[src/rtl/core/ffa_pkg.sv]
package ffa_pkg;

    // Fixed field widths of the channels
    localparam int OP_W   = 2;
    localparam int REQ_W  = 13;
    localparam int OFF_W  = 12;
    localparam int OUT_W  = 12;
    // Rounded request: 13-bit request rounded up can reach 8192
    localparam int NEED_W = REQ_W + 1;

    // Operation codes on the request channel
    localparam logic [OP_W-1:0] OP_ALLOC    = 2'd0;
    localparam logic [OP_W-1:0] OP_FREE     = 2'd1;
    localparam logic [OP_W-1:0] OP_COALESCE = 2'd2;
    // Unassigned code: accepted and answered with all-zero fields
    localparam logic [OP_W-1:0] OP_RESERVED = 2'd3;

    // Work kinds after classification
    typedef enum logic [1:0] {
        K_ALLOC,
        K_FREE,
        K_COALESCE,
        K_NOP
    } ffa_kind_t;

    // Queue entry between front and back
    typedef struct packed {
        ffa_kind_t          kind;
        logic [NEED_W-1:0]  need;
        logic [OFF_W-1:0]   offset;
    } ffa_item_t;

    // Back-to-front status
    typedef struct packed {
        logic clearing;
        logic pop;
    } ffa_ctl_t;

endpackage

[src/rtl/core/ffa_if.sv]
interface ffa_req_if;
    logic                          valid;
    logic                          ready;
    logic [ffa_pkg::OP_W-1:0]      operation;
    logic [ffa_pkg::REQ_W-1:0]     request_bytes;
    logic [ffa_pkg::OFF_W-1:0]     payload_offset;

    modport source (output valid, output operation, output request_bytes,
                    output payload_offset, input ready);
    modport sink   (input valid, input operation, input request_bytes,
                    input payload_offset, output ready);
endinterface


[src/rtl/core/ffa_front.sv]
module ffa_front #(
    parameter int ALIGN_BYTES = 8
) (
    input  logic                clk,
    input  logic                rst_n,
    ffa_req_if.sink             req_ch,
    input  ffa_pkg::ffa_ctl_t   ctl,
    output logic                q_valid,
    output ffa_pkg::ffa_item_t  q_item
);

    localparam int NW = ffa_pkg::NEED_W;

    ffa_pkg::ffa_item_t item;
    logic [NW-1:0]      round_sum;

    ffa_pkg::ffa_item_t fifo_reg [2];
    logic               wr_ptr_reg, wr_ptr_next;
    logic               rd_ptr_reg, rd_ptr_next;
    logic [1:0]         cnt_reg, cnt_next;
    logic               push;

    // Classify the request and round the size up to alignment
    always_comb
    begin
        round_sum   = NW'(req_ch.request_bytes) + NW'(ALIGN_BYTES - 1);
        item.need   = round_sum & ~NW'(ALIGN_BYTES - 1);
        item.offset = req_ch.payload_offset;
        unique case (req_ch.operation)
            ffa_pkg::OP_ALLOC:    item.kind = ffa_pkg::K_ALLOC;
            ffa_pkg::OP_FREE:     item.kind = (req_ch.payload_offset == '0) ?
                                              ffa_pkg::K_NOP : ffa_pkg::K_FREE;
            ffa_pkg::OP_COALESCE: item.kind = ffa_pkg::K_COALESCE;
            default:              item.kind = ffa_pkg::K_NOP;
        endcase
    end

    // Two-entry queue toward the back end
    assign req_ch.ready = (cnt_reg != 2'd2) && !ctl.clearing;
    assign push         = req_ch.valid && req_ch.ready;
    assign q_valid      = (cnt_reg != 2'd0);
    assign q_item       = fifo_reg[rd_ptr_reg];

    always_comb
    begin
        wr_ptr_next = wr_ptr_reg ^ push;
        rd_ptr_next = rd_ptr_reg ^ ctl.pop;
        cnt_next    = cnt_reg + 2'(push) - 2'(ctl.pop);
    end

    always_ff @(posedge clk or negedge rst_n)
    begin
        if (!rst_n)
        begin
            wr_ptr_reg <= 1'b0;
            rd_ptr_reg <= 1'b0;
            cnt_reg    <= 2'd0;
        end
        else
        begin
            wr_ptr_reg <= wr_ptr_next;
            rd_ptr_reg <= rd_ptr_next;
            cnt_reg    <= cnt_next;
        end
    end

    always_ff @(posedge clk)
    begin
        if (push)
        begin
            fifo_reg[wr_ptr_reg] <= item;
        end
    end

endmodule

[src/flat_wrapper.sv]
// flat-port wrapper written by rule: the top's interface ports become plain ports
module ffa_front_flat 
#(
    parameter int ALIGN_BYTES = 8
)
  (clk, rst_n, ctl, q_valid, q_item, req_ch_valid, req_ch_operation, req_ch_request_bytes, req_ch_payload_offset, req_ch_ready);
  ffa_req_if req_ch_i ();
  input  logic clk;
  input  logic rst_n;
  input  ffa_pkg::ffa_ctl_t ctl;
  output logic q_valid;
  output ffa_pkg::ffa_item_t q_item;
  input wire logic [$bits(req_ch_i.valid)-1:0] req_ch_valid;
  input wire logic [$bits(req_ch_i.operation)-1:0] req_ch_operation;
  input wire logic [$bits(req_ch_i.request_bytes)-1:0] req_ch_request_bytes;
  input wire logic [$bits(req_ch_i.payload_offset)-1:0] req_ch_payload_offset;
  output wire logic [$bits(req_ch_i.ready)-1:0] req_ch_ready;
  assign req_ch_i.valid = req_ch_valid;
  assign req_ch_i.operation = req_ch_operation;
  assign req_ch_i.request_bytes = req_ch_request_bytes;
  assign req_ch_i.payload_offset = req_ch_payload_offset;
  assign req_ch_ready = req_ch_i.ready;
  ffa_front #(.ALIGN_BYTES(ALIGN_BYTES)) u_core (.clk(clk), .rst_n(rst_n), .req_ch(req_ch_i), .ctl(ctl), .q_valid(q_valid), .q_item(q_item));
endmodule
[config.mk]
export PLATFORM = sky130hd
export DESIGN_NAME = ffa_front_flat
export DESIGN_NICKNAME = d
export VERILOG_FILES = /design/src/rtl/core/ffa_pkg.sv /design/src/rtl/core/ffa_if.sv /design/src/rtl/core/ffa_front.sv /design/src/flat_wrapper.sv
export SDC_FILE = /design/constraint.sdc
export NUM_CORES = 1
export LEC_CHECK = 0
export BUFFER_PORTS_ARGS = -buffer_cell sky130_fd_sc_hd__buf_2
export CAP_MARGIN = 10
export CORE_MARGIN = 5
export CORE_UTILIZATION = 55
export DETAILED_ROUTE_END_ITERATION = 10
export PLACE_DENSITY = 0.92
export SYNTH_ARGS = -nofsm -noshare
export SYNTH_HDL_FRONTEND = slang
export SYNTH_SLANG_ARGS = --single-unit
[constraint.sdc]
create_clock -name clk -period 2.8 [get_ports clk]
set_input_delay 0.42 -clock clk [delete_from_list [all_inputs] [get_ports clk]]
set_output_delay 0.42 -clock clk [all_outputs]
set_load 0.01 [all_outputs]
======== Word-level counts from Yosys, hierarchy flattened ========
Memory sizes are Yosys's and may differ from the RTL's.
Index checks and enable logic that the tools add are counted.
word-level totals
  memories ................................ 1
  register bits after elaboration ......... 4
  input bits .............................. 32
  word-level logic and storage cells ...... 22
  output and inout bits ................... 30
  memory bits (writable) .................. 50
operators by class
  bitwise gates (word level) .............. 2
  add/subtract/negate cells ............... 3
  reductions and logical operators ........ 6
  equal/unequal tests ..................... 3
  mux-type cells .......................... 4
memories
  name             depth  width  read ports  clocked after memory_dff  wr ports  line             text
  u_core.fifo_reg  2      25     1           0                         1         ffa_front.sv:17  ffa_pkg::ffa_item_t fifo_reg [2];
operator list
  cell                                           count
  adder 13 x 3 -> 14 bit, second input constant  1
  logical NOT 12 bit                             1
  one-hot mux 2 bit (3 select lines)             1
  adder 2 x 1 -> 2 bit                           1
  == test 2 x 1 -> 1 bit, second input constant  1
  == test 2 bit, second input constant           1
  logical AND 1 bit                              2
  logical NOT 2 bit                              1
  2-to-1 mux 1 bit                               2
  2-to-1 mux 2 bit                               1
  inequality test 2 bit, second input constant   1
  nonzero test 2 bit                             1
  subtractor 2 x 1 -> 2 bit                      1
  bitwise XOR 1 bit                              2
  logical NOT 1 bit                              1

======== Logic depth before layout (Yosys ltp) ========
  word-level depth ........................ 5
  gate-level depth with buffers ........... 6
  gate-level depth less buffers ........... 6

======== Least setup slack after synthesis ========
OpenSTA, ideal clock, no wires.
  kind .................................... input port to flip-flop
  start point ............................. input port ctl[1] (netlist bit)
  end point ............................... memory u_core.fifo_reg[1][0] (netlist bit), enable pin
  library setup time ...................... 0.384 ns
  path slack .............................. 0.864 ns
  required time ........................... 2.416 ns
  data arrival time ....................... 1.552 ns
  cell stages on the path ................. 3
  cell sequence ........................... a21oi_1 > and2_1 > ha_1
between the ends
  cells in the longest elaborated chain, start to end .. 5
RTL lines
  item                                    line                text
  from (decl)                             flat_wrapper.sv:10  input ffa_pkg::ffa_ctl_t ctl;
  logical NOT 1 bit                       ffa_front.sv:39     assign req_ch.ready = (cnt_reg != 2'd2) && !ctl.clearing;
  logical AND 1 bit                       ffa_front.sv:39
  logical AND 1 bit                       ffa_front.sv:40     assign push = req_ch.valid && req_ch.ready;
  2-to-1 mux 1 bit                        ffa_front.sv:69     if (push)
  2-to-1 mux 1 bit (implied by the code)  ffa_front.sv:71     fifo_reg[wr_ptr_reg] <= item;
  to (decl)                               ffa_front.sv:17
No other way between the ends.

==> metrics.txt <==
# TYPE chip_impl_metric gauge
chip_impl_metric{name="numCtsBuffers",unit=""} 5
chip_impl_metric{name="cts_resized",unit=""} 0
chip_impl_metric{name="layout.cell_area.non_filler",unit="um^2"} 2710
chip_impl_metric{name="yosys.area.top_type_share",unit="%"} 65.9
chip_impl_metric{name="fill_cells",unit=""} 270
chip_impl_metric{name="drt-pass1-iter-count",unit=""} 6
chip_impl_metric{name="cap_viol_max_count",unit=""} 0
chip_impl_info{name="root_buffer",value="sky130_fd_sc_hd__clkbuf_8"} 1
chip_impl_info{name="ys_top_cells_by_area",value="sky130_fd_sc_hd__edfxtp_1, sky130_fd_sc_hd__mux2_2, sky130_fd_sc_hd__dfrtp_1, sky130_fd_sc_hd__xor2_1, sky130_fd_sc_hd__xnor2_1"} 1
chip_impl_metric{name="power-per-cell-area",unit="nW/um^2"} 781
chip_impl_metric{name="placementRows",unit=""} 23
chip_impl_metric{name="port-buffer-count",unit=""} 58
chip_impl_metric{name="route.final.wire_length",unit="um"} 4000
chip_impl_metric{name="setup_viol",unit=""} 0
chip_impl_metric{name="static-leakage-power",unit="nW"} 1.07
chip_impl_metric{name="final_worst_path_cycle_share",unit="%"} 77.3
chip_impl_metric{name="start_util",unit="%"} 57.0
chip_impl_info{name="hold_class",value="in -> reg"} 1
chip_impl_metric{name="clk_pin_slew_worst_paths",unit="ps"} 90
chip_impl_metric{name="die_w",unit="um"} 74.4
chip_impl_metric{name="finalSetupTns",unit="ps"} 0
chip_impl_metric{name="worst_r2r_path_depth",unit=""} 5
chip_impl_info{name="critPathKind",value="reg -> out"} 1
chip_impl_metric{name="final_core_utilization",unit="%"} 67.8
chip_impl_metric{name="timing.fmax",unit="MHz"} 462
chip_impl_metric{name="synth.ff_latch_count",unit=""} 54
chip_impl_metric{name="post_cts_hold_fix_bufs",unit=""} 1
chip_impl_metric{name="synthesis.yosys.warnings",unit=""} 0
chip_impl_metric{name="post_synth_edffs",unit=""} 50
chip_impl_metric{name="worstSkewPairLatency",unit="ps"} 290
chip_impl_metric{name="cts.repair_timing.setup_buffer_count",unit=""} 0
chip_impl_metric{name="viasPerCell",unit=""} 5.09
chip_impl_info{name="critical_path.top_delay_family",value="flip-flops"} 1
chip_impl_metric{name="synthesis.instances",unit=""} 134
chip_impl_metric{name="vias",unit=""} 1268
chip_impl_metric{name="avgSynthCellArea",unit="um^2"} 17.0
chip_impl_metric{name="pin_count_of_the_biggest_net_entering_global_routing",unit=""} 26
chip_impl_metric{name="antenna_cells",unit=""} 0
chip_impl_metric{name="timing.hold.worst_path_depth",unit=""} 1
chip_impl_metric{name="global_route_wire_length_before_repair",unit="um"} 6400
chip_impl_metric{name="grt_antenna_before_repair",unit=""} 0
chip_impl_metric{name="vdd.ir_drop.worst",unit="uV"} 401
chip_impl_info{name="start_kind",value="flop"} 1
chip_impl_metric{name="wl_per_cell",unit="um"} 16.1
chip_impl_info{name="result_of_the_run",value="finished, final reports clean"} 1
chip_impl_metric{name="core_area",unit="um^2"} 4000
chip_impl_metric{name="vias_in_the_first_global_route",unit=""} 1333
chip_impl_metric{name="hold_violations",unit=""} 0
chip_impl_info{name="ys_top_cells_by_count",value="sky130_fd_sc_hd__edfxtp_1, sky130_fd_sc_hd__mux2_2, sky130_fd_sc_hd__xor2_1"} 1
chip_impl_metric{name="largest_register_ff_count",unit=""} 50
chip_impl_metric{name="number_of_nets_in_the_layout",unit=""} 234
chip_impl_info{name="cts_tree",value="done"} 1
chip_impl_info{name="timing.critical_path.to_type",value="output pin"} 1
chip_impl_metric{name="tritoncts_num_sinks",unit=""} 54
chip_impl_info{name="synth.largest_area_cell",value="sky130_fd_sc_hd__edfxtp_1"} 1
chip_impl_metric{name="globalRouteOverflowTotal",unit=""} 0
chip_impl_metric{name="h-tree-depth",unit=""} 2
chip_impl_metric{name="dpl_cell_area",unit="um^2"} 2620
chip_impl_metric{name="ys_types",unit=""} 27
chip_impl_metric{name="drv_slew",unit=""} 0
chip_impl_metric{name="crit_fanout",unit=""} 17
chip_impl_info{name="crit_chain",value="buf_4, mux2_2, buf_2"} 1
chip_impl_metric{name="yosysSeqAreaShare",unit="%"} 70.3
chip_impl_metric{name="area_delta_synth_final",unit="%"} 19.0
chip_impl_metric{name="arrival_time_at_the_worst_endpoint",unit="ps"} 1740
chip_impl_metric{name="cts_max_path_buffers",unit=""} 2
chip_impl_metric{name="dp.final_hpwl",unit="um"} 2890
chip_impl_metric{name="ant_nets",unit=""} 0
chip_impl_metric{name="die-height",unit="um"} 74.4
chip_impl_metric{name="final_period_minus_worst_setup_slack",unit="ps"} 2160
chip_impl_info{name="setup_repair_after_global_routing_missed_its_margin",value="no"} 1
chip_impl_metric{name="async_flop_share",unit="%"} 7.41
chip_impl_metric{name="grt_use_total",unit="%"} 15.8
chip_impl_metric{name="worstPathBufferInverterCount",unit=""} 2
chip_impl_metric{name="boundaryPins",unit=""} 62
chip_impl_metric{name="place.gp.congestion",unit=""} 0.739
chip_impl_metric{name="dr.first_iter.drc_count",unit=""} 75
chip_impl_info{name="critPathSlowestCell",value="sky130_fd_sc_hd__dfrtp_1"} 1
chip_impl_metric{name="critPathRequiredTime",unit="ps"} 2380
chip_impl_info{name="synth.most_common_cell",value="sky130_fd_sc_hd__edfxtp_1"} 1
chip_impl_metric{name="final.setup_skew",unit="ps"} 3.51
chip_impl_metric{name="timing.critical_path.depth",unit=""} 3
chip_impl_metric{name="drcViolationCount",unit=""} 0
chip_impl_metric{name="die_area",unit="um^2"} 5530
chip_impl_info{name="synth_top_flop_cell",value="sky130_fd_sc_hd__edfxtp_1"} 1
chip_impl_metric{name="mappedNetlistArea",unit="um^2"} 2280
chip_impl_metric{name="slowest_delay",unit="ps"} 590
chip_impl_metric{name="layout-drive-gt1-share",unit="%"} 48.2
[final timing paths]
check                      slack, ps                   startpoint                               to
setup / recovery                 640  u_core.rd_ptr_reg$_DFF_PN0_                       q_item[19]
setup reg to reg                1190  u_core.cnt_reg[0]$_DFF_PN0_  u_core.fifo_reg[1][5]$_DFFE_PP_
hold / removal                   330     req_ch_payload_offset[9]  u_core.fifo_reg[1][9]$_DFFE_PP_
min in group asynchronous        460                        rst_n      u_core.cnt_reg[1]$_DFF_PN0_
hold reg to reg                  630  u_core.wr_ptr_reg$_DFF_PN0_      u_core.wr_ptr_reg$_DFF_PN0_
max in group asynchronous       2230                        rst_n      u_core.wr_ptr_reg$_DFF_PN0_
[layout by cell type, fill, tap and decap left out]
cell type,synthesis,routed
sky130_fd_sc_hd__mux2_2,25,25
sky130_fd_sc_hd__clkbuf_1,1,1
sky130_fd_sc_hd__xor2_1,7,7
sky130_fd_sc_hd__dlygate4sd3_1,0,1
sky130_fd_sc_hd__ha_1,4,4
sky130_fd_sc_hd__or2_2,1,1
sky130_fd_sc_hd__or2b_1,1,1
sky130_fd_sc_hd__and4_1,1,1
sky130_fd_sc_hd__and3_1,1,1
sky130_fd_sc_hd__a21oi_1,1,1
sky130_fd_sc_hd__nor4b_1,1,1
sky130_fd_sc_hd__a41o_1,1,1
sky130_fd_sc_hd__dfrtp_1,4,4
sky130_fd_sc_hd__buf_2,3,58
sky130_fd_sc_hd__xnor2_1,6,6
sky130_fd_sc_hd__nor2_1,3,3
sky130_fd_sc_hd__clkinv_1,0,1
sky130_fd_sc_hd__o311ai_4,1,1
sky130_fd_sc_hd__and2_1,1,1
sky130_fd_sc_hd__clkbuf_8,0,5
sky130_fd_sc_hd__conb_1,1,3
sky130_fd_sc_hd__nand2_1,2,2
sky130_fd_sc_hd__edfxtp_1,50,50
sky130_fd_sc_hd__nand3_1,2,2
sky130_fd_sc_hd__nor3_1,5,5
sky130_fd_sc_hd__nor4_1,1,1
sky130_fd_sc_hd__inv_1,6,6
sky130_fd_sc_hd__nor2_2,1,1
sky130_fd_sc_hd__nor3b_2,1,1
sky130_fd_sc_hd__clkinv_2,0,1
sky130_fd_sc_hd__buf_4,3,3
[metal layers]
| layer | vias up | track usage [%] | wire length, um |
|---|---|---|---|
| met5 | - | 0 | 0 |
| met1 | 608 | 20.5 | 1630 |
| li1 | 616 | - | - |
| met3 | 5 | 2.97 | 228 |
| met2 | 39 | 27.2 | 2100 |
| met4 | 0 | 4.74 | 41 |
[worst reg2reg max path, stage by stage, from the launching register on]
cell                      delay [ps]
sky130_fd_sc_hd__dfrtp_1         350
sky130_fd_sc_hd__inv_1            60
sky130_fd_sc_hd__a21oi_1         170
sky130_fd_sc_hd__and2_1          220
sky130_fd_sc_hd__ha_1            160
sky130_fd_sc_hd__buf_4           320
[where the power goes]
| group | internal [W] | switching, W | leakage (nW) |
|---|---|---|---|
| Combinational | 0.000319 | 0.000327 | 0.520 |
| Sequential | 0.00102 | 0.0000601 | 0.506 |
| Clock | 0.000172 | 0.000224 | 0.0426 |
[metrics by stage]
stage	total power [W]	hold WS, ps	cells	setup slack, ps
detailed placement	0.00174	228	240	951
global route	0.00224	312	249	549
finish	0.00212	330	249	637
CTS	0.00214	318	249	608
global placement	0.00173	233	240	957
floorplan	0.00151	124	136	864
[cell families (layout without fill, tap and decap cells)]
family	count (synthesis)	count (layout)	share of synthesized area, %
buffers and inverters	13	76	2.80
flip-flops	54	54	70.3
adder cells (fa/ha/maj)	4	4	2.20
AO/OA/AOI/OAI	3	3	1.81
multiplexers	25	25	12.4
AND/OR/NAND/NOR	21	21	5.38
XOR/XNOR	13	13	5.00
other	1	3	0.165
[cell type report]
cell class	count	area (um^2)	area share, %
Sequential cell	54	1600	59.1
Multi-Input combinational cell	69	621	22.9
Clock buffer	6	72.6	2.68
Inverter	6	22.5	0.831
Clock inverter	2	8.76	0.323
Timing Repair Buffer	62	323	11.9
Tap cell	50	62.6	2.31
(Power assumes the default switching activity.)
